<file path="src/hdl/acd_pkg.sv">
// Package for the archive container deframer: phase, label and status codes,
// the result record passed from the parser to the output buffer.
// No dependencies.
`default_nettype none

package acd_pkg;

    localparam logic [31:0] MAGIC_RESET = 32'h504B0304;

    typedef enum logic [2:0] {
        PH_MAGIC,
        PH_COUNT,
        PH_NAMELEN,
        PH_NAME,
        PH_SIZE,
        PH_CONTENT,
        PH_DONE,
        PH_ERROR
    } t_phase;

    typedef enum logic [1:0] {
        KIND_HEADER,
        KIND_NAME,
        KIND_CONTENT,
        KIND_IGNORED
    } t_kind;

    typedef enum logic [2:0] {
        ST_RUN,
        ST_MAGIC,
        ST_SHORT,
        ST_TRUNC,
        ST_OK
    } t_status;

    typedef struct packed {
        logic [7:0]  byte_out;
        t_kind       byte_kind;
        logic        name_end;
        logic        file_done;
        logic [31:0] file_index;
        logic [31:0] content_length;
        t_status     parse_status;
    } t_result;

endpackage

`default_nettype wire

</file>
<file path="src/hdl/archive_container_deframer_core.sv">
// Archive container deframer, top level: input handshake, magic register and
// a two-entry output buffer around acd_parser. Depends on acd_pkg, acd_parser.
//
// Takes an archive one byte per request (tlast marks the final byte of the
// buffer) and returns one labelled byte per request: kind on m_axis_tuser,
// file-done on m_axis_tlast, the rest in m_axis_tdata. One byte is accepted
// every clock cycle while the skid entry is empty; the rate is set by the
// parser, which updates its phase, counters and shift registers on each byte.
// Results are registered; the skid entry keeps one byte accepted in a stall.
// After a final byte the parser returns to its reset state; the magic register
// keeps its value. Write the magic only while the block is idle.
`default_nettype none

module archive_container_deframer_core (
    input  wire logic        i_clk,
    input  wire logic        i_rst_n,
    input  wire logic        i_cfg_wen,
    input  wire logic [31:0] i_cfg_wdata,
    input  wire logic        s_axis_tvalid,
    output logic             s_axis_tready,
    input  wire logic [7:0]  s_axis_tdata,   // [7:0] data_byte
    input  wire logic        s_axis_tlast,   // final_byte
    output logic             m_axis_tvalid,
    input  wire logic        m_axis_tready,
    // [7:0] byte_out, [8] name_end, [40:9] file_index,
    // [72:41] content_length, [75:73] parse_status, [79:76] zero
    output logic [79:0]      m_axis_tdata,
    output logic [1:0]       m_axis_tuser,   // [1:0] byte_kind
    output logic             m_axis_tlast    // file_done
);

    logic [31:0]      r_magic;
    logic             w_accept;
    acd_pkg::t_result w_result;
    acd_pkg::t_result r_out, r_skid;
    logic             r_out_valid, r_skid_valid;

    always_ff @(posedge i_clk) begin
        if (!i_rst_n) begin
            r_magic <= acd_pkg::MAGIC_RESET;
        end else if (i_cfg_wen) begin
            r_magic <= i_cfg_wdata;
        end
    end

    assign s_axis_tready = !r_skid_valid;
    assign w_accept      = s_axis_tvalid && s_axis_tready;

    acd_parser u_parser (
        .i_clk    (i_clk),
        .i_rst_n  (i_rst_n),
        .i_en     (w_accept),
        .i_data   (s_axis_tdata),
        .i_last   (s_axis_tlast),
        .i_magic  (r_magic),
        .o_result (w_result)
    );

    // output register with a skid entry behind it
    always_ff @(posedge i_clk) begin
        if (!i_rst_n) begin
            r_out_valid  <= 1'b0;
            r_skid_valid <= 1'b0;
        end else if (!r_out_valid || m_axis_tready) begin
            if (r_skid_valid) begin
                r_out_valid  <= 1'b1;
                r_skid_valid <= 1'b0;
            end else begin
                r_out_valid  <= w_accept;
            end
        end else if (w_accept) begin
            r_skid_valid <= 1'b1;
        end
    end

    always_ff @(posedge i_clk) begin
        if (!r_out_valid || m_axis_tready) begin
            r_out <= r_skid_valid ? r_skid : w_result;
        end
        if (r_out_valid && !m_axis_tready && w_accept) begin
            r_skid <= w_result;
        end
    end

    assign m_axis_tvalid = r_out_valid;
    assign m_axis_tdata  = {4'd0, r_out.parse_status, r_out.content_length,
                            r_out.file_index, r_out.name_end, r_out.byte_out};
    assign m_axis_tuser  = r_out.byte_kind;
    assign m_axis_tlast  = r_out.file_done;

`ifndef SYNTHESIS
    a_skid_behind_out: assert property (@(posedge i_clk) disable iff (!i_rst_n)
        r_skid_valid |-> r_out_valid)
        else $error("skid entry held with empty output register");

    a_stall_to_skid: assert property (@(posedge i_clk) disable iff (!i_rst_n)
        (r_out_valid && !m_axis_tready && w_accept) |=> r_skid_valid)
        else $error("request accepted under stall not kept in skid entry");

    a_skid_drains: assert property (@(posedge i_clk) disable iff (!i_rst_n)
        (r_skid_valid && m_axis_tready) |=> (r_out_valid && !r_skid_valid))
        else $error("skid entry not moved to output register");
`endif

endmodule

`default_nettype wire

</file>
<file path="src/hdl/acd_parser.sv">
// Byte-at-a-time archive parser: phase/counter state and the labelling of
// each request. Depends on acd_pkg.
`default_nettype none

module acd_parser (
    input  wire logic            i_clk,
    input  wire logic            i_rst_n,
    input  wire logic            i_en,
    input  wire logic [7:0]      i_data,
    input  wire logic            i_last,
    input  wire logic [31:0]     i_magic,
    output acd_pkg::t_result     o_result
);

    acd_pkg::t_phase  r_phase, n_phase;
    logic [1:0]       r_idx, n_idx;
    logic [31:0]      r_bytes_left, n_bytes_left;
    logic [31:0]      r_files_left, n_files_left;
    logic [31:0]      r_file, n_file;
    logic [31:0]      r_size, n_size;
    acd_pkg::t_status r_status, n_status;

    logic             w_finish;
    logic [7:0]       w_magic_byte;

    // magic is compared most significant byte first
    always_comb begin
        case (r_idx)
            2'd0:    w_magic_byte = i_magic[31:24];
            2'd1:    w_magic_byte = i_magic[23:16];
            2'd2:    w_magic_byte = i_magic[15:8];
            default: w_magic_byte = i_magic[7:0];
        endcase
    end

    // next state
    always_comb begin
        n_phase      = r_phase;
        n_idx        = r_idx;
        n_bytes_left = r_bytes_left;
        n_files_left = r_files_left;
        n_file       = r_file;
        n_size       = r_size;
        n_status     = r_status;
        w_finish     = 1'b0;
        case (r_phase)
            acd_pkg::PH_MAGIC: begin
                if (i_data != w_magic_byte) begin
                    n_phase  = acd_pkg::PH_ERROR;
                    n_status = acd_pkg::ST_MAGIC;
                end else if (r_idx == 2'd3) begin
                    n_idx   = 2'd0;
                    n_phase = acd_pkg::PH_COUNT;
                end else begin
                    n_idx = r_idx + 2'd1;
                end
            end
            acd_pkg::PH_COUNT: begin
                n_files_left = {r_files_left[23:0], i_data};
                if (r_idx == 2'd3) begin
                    n_idx = 2'd0;
                    if (n_files_left == 32'd0) begin
                        n_phase  = acd_pkg::PH_DONE;
                        n_status = acd_pkg::ST_OK;
                    end else begin
                        n_phase = acd_pkg::PH_NAMELEN;
                    end
                end else begin
                    n_idx = r_idx + 2'd1;
                end
            end
            acd_pkg::PH_NAMELEN: begin
                n_bytes_left = {16'd0, r_bytes_left[7:0], i_data};
                if (r_idx != 2'd0) begin
                    n_idx   = 2'd0;
                    n_size  = 32'd0;
                    n_phase = (n_bytes_left == 32'd0) ? acd_pkg::PH_SIZE : acd_pkg::PH_NAME;
                end else begin
                    n_idx = r_idx + 2'd1;
                end
            end
            acd_pkg::PH_NAME: begin
                n_bytes_left = r_bytes_left - 32'd1;
                if (r_bytes_left == 32'd1) begin
                    n_phase = acd_pkg::PH_SIZE;
                end
            end
            acd_pkg::PH_SIZE: begin
                n_size = {r_size[23:0], i_data};
                if (r_idx == 2'd3) begin
                    n_idx = 2'd0;
                    if (n_size == 32'd0) begin
                        w_finish = 1'b1;
                    end else begin
                        n_bytes_left = n_size;
                        n_phase      = acd_pkg::PH_CONTENT;
                    end
                end else begin
                    n_idx = r_idx + 2'd1;
                end
            end
            acd_pkg::PH_CONTENT: begin
                n_bytes_left = r_bytes_left - 32'd1;
                if (r_bytes_left == 32'd1) begin
                    w_finish = 1'b1;
                end
            end
            default: begin
            end
        endcase

        if (w_finish) begin
            n_files_left = r_files_left - 32'd1;
            n_file       = r_file + 32'd1;
            if (r_files_left == 32'd1) begin
                n_phase  = acd_pkg::PH_DONE;
                n_status = acd_pkg::ST_OK;
            end else begin
                n_phase = acd_pkg::PH_NAMELEN;
            end
        end

        // end of buffer before the archive closed
        if (i_last && n_status == acd_pkg::ST_RUN) begin
            n_status = (n_phase == acd_pkg::PH_MAGIC || n_phase == acd_pkg::PH_COUNT)
                       ? acd_pkg::ST_SHORT : acd_pkg::ST_TRUNC;
        end
    end

    // outputs
    always_comb begin
        o_result.byte_out     = i_data;
        o_result.name_end     = (r_phase == acd_pkg::PH_NAME) && (r_bytes_left == 32'd1);
        o_result.file_done    = w_finish;
        o_result.file_index   = r_file;
        o_result.parse_status = n_status;
        case (r_phase)
            acd_pkg::PH_MAGIC, acd_pkg::PH_COUNT, acd_pkg::PH_NAMELEN: begin
                o_result.byte_kind      = acd_pkg::KIND_HEADER;
                o_result.content_length = 32'd0;
            end
            acd_pkg::PH_SIZE: begin
                o_result.byte_kind      = acd_pkg::KIND_HEADER;
                o_result.content_length = (r_idx == 2'd3) ? n_size : 32'd0;
            end
            acd_pkg::PH_NAME: begin
                o_result.byte_kind      = acd_pkg::KIND_NAME;
                o_result.content_length = 32'd0;
            end
            acd_pkg::PH_CONTENT: begin
                o_result.byte_kind      = acd_pkg::KIND_CONTENT;
                o_result.content_length = r_size;
            end
            default: begin
                o_result.byte_kind      = acd_pkg::KIND_IGNORED;
                o_result.content_length = 32'd0;
            end
        endcase
    end

    always_ff @(posedge i_clk) begin
        if (!i_rst_n || (i_en && i_last)) begin
            r_phase      <= acd_pkg::PH_MAGIC;
            r_idx        <= 2'd0;
            r_bytes_left <= 32'd0;
            r_files_left <= 32'd0;
            r_file       <= 32'd0;
            r_size       <= 32'd0;
            r_status     <= acd_pkg::ST_RUN;
        end else if (i_en) begin
            r_phase      <= n_phase;
            r_idx        <= n_idx;
            r_bytes_left <= n_bytes_left;
            r_files_left <= n_files_left;
            r_file       <= n_file;
            r_size       <= n_size;
            r_status     <= n_status;
        end
    end

`ifndef SYNTHESIS
    a_last_clears: assert property (@(posedge i_clk) disable iff (!i_rst_n)
        (i_en && i_last) |=> (r_phase == acd_pkg::PH_MAGIC && r_status == acd_pkg::ST_RUN))
        else $error("state not cleared after final byte");

    a_ok_done: assert property (@(posedge i_clk) disable iff (!i_rst_n)
        (r_status == acd_pkg::ST_OK) == (r_phase == acd_pkg::PH_DONE))
        else $error("complete status and done phase disagree");

    a_magic_error: assert property (@(posedge i_clk) disable iff (!i_rst_n)
        (r_status == acd_pkg::ST_MAGIC) == (r_phase == acd_pkg::PH_ERROR))
        else $error("bad magic status and error phase disagree");
`endif

endmodule

`default_nettype wire
</file>
<file path="config.mk">
export PLATFORM = sky130hd
export DESIGN_NAME = archive_container_deframer_core
export DESIGN_NICKNAME = d
export VERILOG_FILES = /design/src/hdl/acd_pkg.sv /design/src/hdl/archive_container_deframer_core.sv /design/src/hdl/acd_parser.sv
export SDC_FILE = /design/constraint.sdc
export NUM_CORES = 1
export LEC_CHECK = 0
export ABC_AREA = 1
export BUFFER_PORTS_ARGS = -buffer_cell sky130_fd_sc_hd__buf_4
export CORE_MARGIN = 4
export CORE_UTILIZATION = 65
export DETAILED_ROUTE_END_ITERATION = 8
export PLACE_DENSITY = 0.86
export SLEW_MARGIN = 20
export SYNTH_ARGS = -nofsm -noshare
export SYNTH_HDL_FRONTEND = slang
export SYNTH_SLANG_ARGS = --single-unit
</file>
<file path="constraint.sdc">
create_clock -name i_clk -period 11.4 [get_ports i_clk]
set_clock_uncertainty 0.1 [all_clocks]
set_input_delay 0 -clock i_clk [delete_from_list [all_inputs] [get_ports i_clk]]
set_output_delay 0 -clock i_clk [all_outputs]
set_load 0.03 [all_outputs]
</file>
# Word-level counts from Yosys, hierarchy flattened
# Index checks and enable logic that the tools add are counted.
dict set report word_totals {
  input_bits 46
  ff_bits 328
  wordCells 117
  out_inout_bits 85
}
dict set report classes {
  addsub 4
  bitwise_logic 1
  eq_ne 15
  n_reduce_logical 32
  mux 41
}
# cell n
set op_table {}
lappend op_table {{32-bit 2-to-1 mux} 6}
lappend op_table {{32-bit case mux with 2 select lines} 2}
lappend op_table {{32-bit case mux with 3 select lines} 1}
lappend op_table {{79-bit 2-to-1 mux} 1}
lappend op_table {{32-bit by 1-bit equality test with 1-bit output (second input constant)} 2}
lappend op_table {{32-bit zero test} 2}
lappend op_table {{32-bit by 1-bit subtractor with 32-bit output (second input constant)} 2}
lappend op_table {{3-bit 2-to-1 mux} 17}
lappend op_table {{32-bit by 1-bit adder with 32-bit output (second input constant)} 1}
lappend op_table {{8-bit case mux with 3 select lines} 1}
lappend op_table {{16-bit zero test} 1}
lappend op_table {{3-bit case mux with 5 select lines} 1}
lappend op_table {{2-bit case mux with 3 select lines} 2}
lappend op_table {{3-bit zero test} 3}
lappend op_table {{8-bit != test} 1}
lappend op_table {{3-bit by 1-bit equality test with 1-bit output (second input constant)} 2}
lappend op_table {{3-bit by 2-bit equality test with 1-bit output (second input constant)} 2}
lappend op_table {{3-bit equality test (second input constant)} 2}
lappend op_table {{1-bit logical AND} 6}
lappend op_table {{2-bit 2-to-1 mux} 3}
lappend op_table {{3-bit case mux with 2 select lines} 1}
lappend op_table {{3-bit nonzero test} 2}
lappend op_table {{2-bit OR reduction} 3}
lappend op_table {{1-bit 2-to-1 mux} 5}
lappend op_table {{15 further kinds} 24}

# Longest topological paths before layout
# Gate-level depths: netlist of the first run.
dict set report depth {
  ltp_word 11
  depth_mapped 22
  depth_no_buf 21
}

# By module
# A second synthesis of the first run with hierarchy kept.
dict set report hier_totals {
  cells_unflattened 2138
  area_unflattened_um2 16564.6
}
# mod seq_area_each_um2 area_each_um2 instances cells_each
set by_module_without_submodules {}
lappend by_module_without_submodules {acd_parser 2722.6 9409.0 1 1523}
lappend by_module_without_submodules {archive_container_deframer_core 5425.2 7155.6 1 615}

# Least setup slack after synthesis of the first run
# OpenSTA, ideal clock, no wires.
dict set report synth_path {
  kind {flip-flop to flip-flop}
  from {register r_out_valid (netlist: m_axis_tvalid)}
  to {register r_skid[0] (netlist name) (enable)}
  required_time_ps 10783
  stages_incl_launch_ff 5
  setup_slack_ps 5467
  setup_ps 517
  period_less_slack_ps 5933
  path_buffers 0
  arrival_time_ps 5316
  cell_sequence {dfxtp_1 > inv_1 > nor2_1 > inv_1 > nor2_1}
}
dict set report synth_between {
  elab_chain_len 2
}
# item line
set synth_rtl {}
lappend synth_rtl {{start: declaration} archive_container_deframer_core.sv:36} ;# logic r_out_valid, r_skid_valid;
lappend synth_rtl {{start signal: assignment} archive_container_deframer_core.sv:69} ;# r_out_valid <= w_accept;
lappend synth_rtl {{1-bit logical AND (2 in a row)} archive_container_deframer_core.sv:80} ;# if (r_out_valid && !m_axis_tready && w_accept) begin
lappend synth_rtl {{end signal: assignment} archive_container_deframer_core.sv:81} ;# r_skid <= w_result;
lappend synth_rtl {{end: declaration} archive_container_deframer_core.sv:35} ;# acd_pkg::t_result r_out, r_skid;
# Every way passes these cells.
# A chain may end at the register's enable or synchronous reset.

# Worst setup path in the final report of the first run
dict set report layout_path {
  from {register r_skid_valid}
  to {register u_parser.r_status[1]}
}
dict set report layout_between {
  elab_chain_len 4
}
# item line
set layout_rtl {}
lappend layout_rtl {{start: declaration} archive_container_deframer_core.sv:36}
lappend layout_rtl {{start signal: assignment} archive_container_deframer_core.sv:63} ;# r_skid_valid <= 1'b0;
lappend layout_rtl {{start signal: assignment} archive_container_deframer_core.sv:67} ;# r_skid_valid <= 1'b0;
lappend layout_rtl {{start signal: assignment} archive_container_deframer_core.sv:72} ;# r_skid_valid <= 1'b1;
lappend layout_rtl {{1-bit zero test *} archive_container_deframer_core.sv:46} ;# assign s_axis_tready = !r_skid_valid;
lappend layout_rtl {{1-bit logical AND *} archive_container_deframer_core.sv:47} ;# assign w_accept = s_axis_tvalid && s_axis_tready;
lappend layout_rtl {{1-bit logical AND} acd_parser.sv:162} ;# if (!i_rst_n || (i_en && i_last)) begin
lappend layout_rtl {{1-bit logical OR} acd_parser.sv:162}
lappend layout_rtl {{end signal: assignment} acd_parser.sv:169} ;# r_status <= acd_pkg::ST_RUN;
lappend layout_rtl {{end signal: assignment} acd_parser.sv:177} ;# r_status <= n_status;
lappend layout_rtl {{end: declaration} acd_parser.sv:21} ;# acd_pkg::t_status r_status, n_status;
# Mark *: on every way between the ends. The rest lies on a longest branch, timed or not.

==> results of run 1 <==
==> cells in the final DEF, fill, tap and decap left out, types with 50 or more instances in the layout <==
| master | count |
|---|---|
| a21oi_1 | 131 |
| edfxtp_1 | 158 |
| dfxtp_1 | 169 |
| nand2_1 | 465 |
| nand3_1 | 76 |
| nor2_1 | 200 |
| o21ai_0 | 155 |
| nor3_1 | 50 |
| inv_1 | 190 |
| dlygate4sd3_1 | 85 |
| buf_4 | 136 |
==> metrics by stage <==
| step | hold slack [ns] | instance area [um2] | setup WS [ns] | power [mW] | util (%) |
|---|---|---|---|---|---|
| detailed placement | 0.1163 | 17070 | 7.564 | 1.791 | 70.38 |
| CTS | 0.1273 | 19160 | 7.524 | 3.015 | 79.01 |
| floorplan | -0.001131 | 16010 | 5.467 | 1.667 | - |
| finish | 0.1235 | 19160 | 7.471 | 3.039 | 79.01 |
| global placement | 0.1108 | 17070 | 7.697 | 1.778 | 70.38 |
| global route | 0.1738 | 19160 | 7.209 | 3.142 | 79.01 |
==> logic make-up after synthesis <==
kind of cell | Yosys count | synth area share [%]
other | 1 | 0.02344
DFF | 328 | 50.93
adders and majority gates | 12 | 0.9385
and+or+nand+nor | 873 | 23.38
xor gates and xnor gates | 40 | 2.190
buffers and inverters | 313 | 7.672
AOI/OAI and AO/OA | 418 | 14.86
==> area by class of cell <==
type | instances | area share (%)
Clock buffer | 50 | 5.512
Clock inverter | 12 | 0.9730
Inverter | 221 | 4.336
Multi-Input combinational cell | 1347 | 34.75
Sequential cell | 328 | 42.55
Tap cell | 324 | 2.116
Timing Repair Buffer | 221 | 9.770
==> layer usage <==
layer / wire length [um] / share of wire (%) / vias up
met3: 4619 / 10 / 188
met2: 21680 / 47 / 984
li1: - / - / 6958
met5: 0 / 0 / -
met1: 17530 / 38 / 7104
met4: 1884 / 4.1 / 0
==> registers in the layout, summed over array words and instances, names as in the netlist <==
signal,count
m_axis_tdata,76
u_parser.r_bytes_left,32
r_skid_valid,1
r_skid,79
u_parser.r_file,32
u_parser.r_size,32
u_parser.r_status,3
m_axis_tvalid,1
u_parser.r_phase,3
m_axis_tuser,2
m_axis_tlast,1
u_parser.r_files_left,32
u_parser.r_idx,2
r_magic,32
==> path summary, 6_finish.rpt <==
kind	cells past startpoint	startpoint	slack, ns	end
max	9	r_skid_valid	7.47	u_parser.r_status[1]
max reg2reg	9	r_skid_valid	7.47	u_parser.r_status[1]
min reg2reg	0	u_parser.r_file[3]	0.34	r_skid[38]
min	3	m_axis_tready	0.12	m_axis_tdata[0]
==> power by group <==
group / total, mW / leakage, nW / internal (mW) / switching, mW
Combinational: 0.493 / 4.48 / 0.164 / 0.329
Clock: 1.22 / 0.610 / 0.757 / 0.462
Sequential: 1.33 / 2.98 / 1.29 / 0.0371
Total: 3.04 / 8.06 / 2.21 / 0.828
==> timing repair <==
item | in CTS | in global routing
buffers inserted | 0 | 0
hold buffers | 85 | 0
endpoints found under the hold margin | 74 | 0
gates resized for setup | 0 | 0
==> worst min-delay path, delay by kind of cell <==
kind,cells,cell delay [ns]
buffers and inverters,2,0.44
and+or+nand+nor,1,0.06
==> results.yml, run 1 <==
yosys:
  synthCells: 1985
  synth_common_cells: "465 x nand2_1, 201 x nor2_1, 191 x inv_1, 170 x dfxtp_1, 158 x edfxtp_1"
  syn_area_um2: 16000
  yosys-top-cells-area: "edfxtp_1 30%, dfxtp_1 21%, nand2_1 11%"
  synth_area_per_cell_um2: 8.059
  synth_top_area_cell: "edfxtp_1"
  yosys.area.top_type_share_pct: 29.66
  synth_flop_cell: "dfxtp_1"
  async_flop_share_pct: 0
  synth-seq-cells: 328
  synth_most_common_cell: "nand2_1"
  synth_edf_count: 158
  ys_seq_area_share_pct: 50.93
  yosysUniqueCellTypes: 50
  ys_warn_count: 0
place:
  dpl.hpwl_um: 27300
  finalWeightedCongestion: 0.9863
  numPortBuffers: 126
  place_inst: 2356
grt:
  grt-busiest-layer: "met2"
  grt_pass1_wl_um: 72970
  grt_pass1_vias: 14320
  antenna_found_initial: 0
  grtUsageMet2_pct: 55.31
  met1_usage_pct: 43.75
  grt_usage_pct: 33.34
  grt_max_degree: 84
  grtUsageMet3_pct: 5.890
  overflow: 0
sta:
  fmax_mhz: 254.5
  min_period_ns: 3.929
  drv_slew: 0
  fin_crit_sh_pct: 34.46
  worst_slew_pin_slew_ns: 1.033
  finalSetupViolCount: 0
  max_slew_margin_pct: 31.05
  rsz0062_at_grt: "false"
  fin_setup_tns_ns: 0
  hold_viol_final: 0
setup_path:
  critPathLaunchType: "register"
  critPathMaxFanout: 57
  arrival_ns: 4.23
  crit_chain: "nor2_4 > buf_4 > inv_1 > o21ai_4 > clkinv_1 > buf_4 > o21ai_0 > o21bai_1 > inv_1"
  slowest_delay_ns: 0.76
  end_kind: "register"
  critPathKind: "reg -> reg"
  path_delay_family: "buffers and inverters"
  required_ns: 11.71
  crit_buf_inv: 5
  slowest_stage: "clkinv_1"
die:
  dieHeight_um: 164.9
  ios: 131
  die_area_um2: 27190
  core_area_um2: 24250
  rows: 57
  initial_core_util_pct: 65.98
  die_x_um: 164.9
route:
  drc: 0
  first_pass_iters: 6
  viasPerCell: 6.086
  avgRoutedWirePerCell_um: 18.26
  wirelength_um: 45720
  antenna_left: 0
  drtIter0Drc: 1839
  via_count: 15230
clock_tree:
  htreeDepth: 2
  numCtsBuffers: 34
  clockBufferDepth: 3
  cts.reportedPaths.clkPinSlew_ns: 0.06
  cts_root_buf: "clkbuf_16"
  clk_latency_ns: 0.52
  cts_tree: "built"
  clock_sinks: 328
layout:
  syn2layout_area_growth_pct: 19.76
  nNetsFinal: 2211
  regArea_um2: 8152
  drive_above_1_share_pct: 12.67
  nFillCells: 1569
  multi_input_area_um2: 6658
  antenna_cells: 0
  layoutNonFillerInstCount: 2503
power:
  power_leakage_nw: 8.065
  p_per_area_nw_per_um2: 158.6
  ir_worst_vdd_mv: 0.1252
job:
  cap_violations: 0
run_status:
  outcome: "finished, final reports clean"
hold_path:
  min_path_type: "in -> reg"
(Power assumes the default switching activity.)
==> inputs of run 2 (changes only) <==
CORE_UTILIZATION = 60   (was 65)
PLACE_DENSITY = 0.8   (was 0.86)
clock period = 4 ns   (was 11.4 ns; I/O delays follow)
==> run 2 against run 1 <==
Compared with the run above:
- sequential power rose to 2.8 times the previous value
- flip-flop and latch count did not move
- clock-buffer cell count fell by 1
- fmax rose by 17%
- core utilization fell by 5.6 points
- highest routed layer unchanged
==> results.yml, run 2 (synthesis gave the netlist of run 1 again) <==
die:
  core_area_um2: 26130
  rows: 59
  dieHeight_um: 171.3
  die_x_um: 171.3
  ios: 131
  die_area_um2: 29340
  initial_core_util_pct: 61.22
setup_path:
  critPathKind: "reg -> reg"
  required_ns: 4.33
  arrival_ns: 3.69
  critPathLaunchType: "register"
  r2r-end: "u_parser.r_files_left[4]"
  crit_buf_inv: 3
  crit_top_cell: "nand2_2"
  slowest_delay_ns: 0.48
  crit_start: "u_parser.r_idx[0]"
  worstReg2RegStart: "u_parser.r_idx[0]"
  slowest_stage: "ha_1"
  ff2ff_setup_slack_ns: 0.64
  end_kind: "register"
  critPathMaxFanout: 46
  r2r_cells: 10
  path_delay_family: "buffers and inverters"
  crit_chain: "ha_1 > inv_1 > nor2_4 > nand2_2 > nand2_2 > o21ai_2 > buf_4 > inv_2 > o21ai_0 > a31oi_1"
layout:
  top_register: "r_skid"
  nNetsFinal: 2221
  layout_common_cells: "465 x nand2_1, 200 x nor2_1, 190 x inv_1"
  layout_commonest_cell: "nand2_1"
  largest_register_ffs: 79
  nFillCells: 1968
  drive_above_1_share_pct: 12.74
  syn2layout_area_growth_pct: 19.86
  antenna_cells: 0
  utilization_pct: 73.37
route:
  via_count: 14690
  antenna_left: 0
  first_pass_iters: 8
  drtIter0Drc: 1208
  avgRoutedWirePerCell_um: 17.25
  wirelength_um: 43560
  viasPerCell: 5.818
  drc: 0
place:
  finalWeightedCongestion: 0.9362
  dpl.hpwl_um: 27670
  numPortBuffers: 126
  place_ws_ns: 0.8133
grt:
  antenna_found_initial: 0
  grt_max_degree: 87
  grt_usage_pct: 29.16
  grt_pass1_wl_um: 69950
  grt_pass1_vias: 13950
  overflow: 0
power:
  power.total_mw: 8.448
  ir_worst_vdd_mv: 0.3567
  power_leakage_nw: 8.062
  p_per_area_nw_per_um2: 440.6
clock_tree:
  clock_sinks: 328
  numCtsBuffers: 35
  clockBufferDepth: 3
  cts_root_buf: "clkbuf_16"
  cts.reportedPaths.clkPinSlew_ns: 0.06
  post_cts_resized: 0
  cts_tree: "built"
  clk_latency_ns: 0.52
  htreeDepth: 2
  post-cts-setup-buffers: 0
sta:
  fin_crit_sh_pct: 84.02
  worst_slew_pin_slew_ns: 1.073
  hold_viol_final: 0
  rsz0062_at_grt: "false"
  worst_slack_ns: 0.6392
  drv_slew: 0
  min_period_ns: 3.361
  fmax_mhz: 297.6
  finalSetupViolCount: 0
  fin_hold_ws_ns: 0.1759
  fin_setup_tns_ns: 0
  max_slew_margin_pct: 28.18
hold_path:
  worstHoldPathCells: 2
  worstHoldStart: "s_axis_tdata[6]"
  min_path_type: "in -> reg"
  holdPathEnd: "r_skid[77]"
run_status:
  outcome: "finished, final reports clean"
job:
  cap_violations: 0
run 2: cell count changes in the layout (fill, tap and decap cells not counted), moves of 3 or more:
cell | before | now
buf_4 | 136 | 141
clkbuf_8 | 6 | 3
clkinv_2 | 6 | 2
clkbuf_1 | 6 | 10
inv_6 | 0 | 5
run 2: final cells by class:
class	count	area [um2]	area share, %
clock buffer	49	979.7	5.109
clock inverter	15	172.7	0.9005
inverter	221	833.3	4.346
multi-input combinational	1347	6658	34.72
sequential	328	8152	42.51
tap	335	419.2	2.186
timing repair buffer	230	1961	10.23
run 2: power by group:
group          internal, mW  total (mW)  leakage, nW  switching, mW
Sequential             3.68        3.78         2.98          0.104
Clock                  1.93        3.28        0.563           1.36
Combinational         0.475        1.39         4.52          0.910
Total                  6.08        8.45         8.06           2.37
run 2: worst reg2reg max path, cell delays in order (launching register included):
cell and delay [ns]:
dfxtp_1 0.38, ha_1 0.48, inv_1 0.36, nor2_4 0.37, nand2_2 0.13, nand2_2 0.40
o21ai_2 0.08, buf_4 0.29, inv_2 0.32, o21ai_0 0.13, a31oi_1 0.22
run 2: worst max path at each step:
stage,endpoint,cells past startpoint
detailed placement,u_parser.r_files_left[27],11
floorplan,r_skid[0],4
finish,u_parser.r_files_left[4],10
CTS,u_parser.r_files_left[2],10
global route,u_parser.r_files_left[27],11
global placement,u_parser.r_files_left[27],11
run 2: through the flow:
stage / std cells / area, um2
6_report: 2525 / 19170
5_1_grt: 2525 / 19170
4_1_cts: 2525 / 19170
3_5_place_dp: 2374 / 17150
3_3_place_gp: 2374 / 17150
2_1_floorplan: 1988 / 16020
run 2: timing repair:
action / 4_1_cts / 5_1_grt
endpoints found under the hold margin: 77 / 0
endpoints found under the setup margin: 0 / 0
hold buffers: 87 / 0
run 2: layer usage:
layer / vias to the layer above / share of wire (%) / wire length (um) / track usage [%]
li1: 6999 / - / - / -
met1: 6931 / 42 / 18100 / 38.27
met2: 642 / 47 / 20680 / 49.08
met3: 119 / 8.0 / 3491 / 5.217
met4: 0 / 3.0 / 1287 / 10.09
met5: - / 0 / 0 / 0
==> inputs of run 3 (changes only) <==
CORE_UTILIZATION = 54   (was 60)
PLACE_DENSITY = 0.76   (was 0.8)
clock period = 2.8 ns   (was 4 ns; I/O delays follow)
==> run 3 against run 2 <==
Compared with the run above:
- clock-buffer cell count decreased by 2
- clock power increased by 41%
- hold slack improved by 0.0089 ns
- cell area increased by 1.2%
- sequential share of layout area decreased by 0.49 points
- final cell count increased by 2.6%
- non-clock buffer count increased by 16
- total power increased by 42%
- fmax increased by 30%
- wire length decreased by 4.1%
- flip-flop and latch count unchanged
- core utilization decreased by 6.3 points
- critical path type unchanged
- largest cell class unchanged
- largest power group unchanged
==> results.yml, run 3 (synthesis gave the netlist of run 1 again) <==
route:
  wirelength_um: 41780
  via_count: 14350
  viasPerCell: 5.540
  avgRoutedWirePerCell_um: 16.13
  antenna_left: 0
  drtIter0Drc: 1348
  first_pass_iters: 5
  drc: 0
sta:
  fin_crit_sh_pct: 92.18
  min_period_ns: 2.581
  finalSetupViolCount: 0
  fmax_mhz: 387.4
  max_slew_margin_pct: 30.33
  fin_setup_tns_ns: 0
  drv_slew: 0
  hold_viol_final: 0
  worst_slew_pin_slew_ns: 1.045
layout:
  layoutNonFillerInstCount: 2590
  top_register: "r_skid"
  layout_commonest_cell: "nand2_1"
  antenna_cells: 0
  largest_register_ffs: 79
  design_area_um2: 19410
  layout_common_cells: "465 x nand2_1, 199 x nor2_1, 188 x inv_1"
  drive_above_1_share_pct: 13.92
  syn2layout_area_growth_pct: 21.34
  nNetsFinal: 2237
  nFillCells: 2339
power:
  swShare_pct: 27.66
  seqPwrFrac_pct: 44.9
  p_per_area_nw_per_um2: 619.6
  power.switching_mw: 3.326
  ir_worst_vdd_mv: 0.4443
  power_leakage_nw: 8.156
  power.total_mw: 12.03
  internal_power_mw: 8.701
  pwr-share-comb_pct: 16.6
  clockPowerShare_pct: 38.6
die:
  die_area_um2: 32440
  die_x_um: 180.1
  initial_core_util_pct: 55.29
  dieHeight_um: 180.1
  rows: 62
  core_area_um2: 28940
  ios: 131
grt:
  grt_pass1_vias: 13920
  grt_max_degree: 81
  grt_usage_pct: 25.12
  overflow: 0
  antenna_found_initial: 0
  grt_pass1_wl_um: 69200
place:
  placed_area_um2: 17330
  dpl.hpwl_um: 27750
  finalWeightedCongestion: 0.9434
  numPortBuffers: 126
  place_inst: 2436
clock_tree:
  cts_root_buf: "clkbuf_16"
  numCtsBuffers: 35
  htreeDepth: 2
  clock_sinks: 328
  clk_latency_ns: 0.51
  cts.reportedPaths.clkPinSlew_ns: 0.06
  clockBufferDepth: 3
  cts_tree: "built"
setup_path:
  arrival_ns: 2.85
  required_ns: 3.07
  critPathKind: "reg -> reg"
  crit_top_cell: "nand2_1"
  critPathMaxFanout: 7
  crit_buf_inv: 2
  slowest_delay_ns: 0.38
  crit_chain: "ha_2 > clkinvlp_4 > buf_4 > or2_2 > nand3_1 > nand2_1 > nand2_1 > nor2_1 > nand2_1 > nand2_4 > nand2_1 > nand2_2 > nor2_4 > o21ai_2 > nand2_1 > nand2_1 > nand2_1"
  end_kind: "register"
  slowest_stage: "dfxtp_1"
  path_delay_family: "simple AND/OR/NAND/NOR gates"
  critPathLaunchType: "register"
job:
  cap_violations: 0
run_status:
  outcome: "finished, final reports clean"
hold_path:
  min_path_type: "in -> reg"
==> run 3: timing repair <==
action / in CTS / in global routing
hold endpoints to repair: 81 / 0
hold buffers: 87 / 0
setup buffers: 0 / 3
gates resized for setup: 0 / 8
setup endpoints to repair: 0 / 4
==> run 3: worst paths after layout <==
check	startpoint	endpoint	slack, ns	cells after the start
worst max-delay path	u_parser.r_idx[1]	m_axis_tdata[73]	0.22	17
worst min-delay path	s_axis_tdata[7]	r_skid[78]	0.18	2
worst max register to register	u_parser.r_idx[1]	m_axis_tdata[73]	0.22	17
worst min register to register	u_parser.r_file[3]	r_skid[38]	0.34	0
==> run 3: cell type report <==
class                           count  area [um2]  area share [%]
Timing Repair Buffer              246        2090           10.76
Inverter                          221       837.1           4.312
Multi-Input combinational cell   1347        6690           34.47
Tap cell                          384       480.5           2.475
Clock buffer                       47        1013           5.221
Sequential cell                   328        8157           42.02
Clock inverter                     17       143.9          0.7413
==> run 3: stage by stage <==
step                      setup slack [ns]  hold slack [ns]  utilization [%]
after detailed placement            0.2325           0.1199            59.89
after floorplan                    -0.8809        -0.001131                -
after CTS                           0.1828           0.1618            66.90
after global placement              0.3527           0.1171            59.89
final                               0.2188           0.1848            67.08
after global routing            -0.0008844           0.1853            67.08
==> run 3: per-layer routing <==
metal / track usage (%) / vias to the layer above / share of wire, % / wire length, um
met5: 0 / - / 0 / 0
met4: 8.137 / 0 / 2.6 / 1069
met1: 33.78 / 6712 / 43 / 18020
met3: 4.118 / 76 / 7.2 / 3018
li1: - / 7027 / - / -
met2: 41.86 / 534 / 47 / 19670
==> run 3: power by group through the flow <==
stage	Clock, mW	Combinational, mW	Sequential [mW]
4_1_cts	4.70	1.96	5.39
2_1_floorplan	0	1.16	5.63
3_5_place_dp	0	1.85	5.49
6_report	4.64	2.00	5.39
3_3_place_gp	0	1.82	5.48
5_1_grt	4.90	2.21	5.42
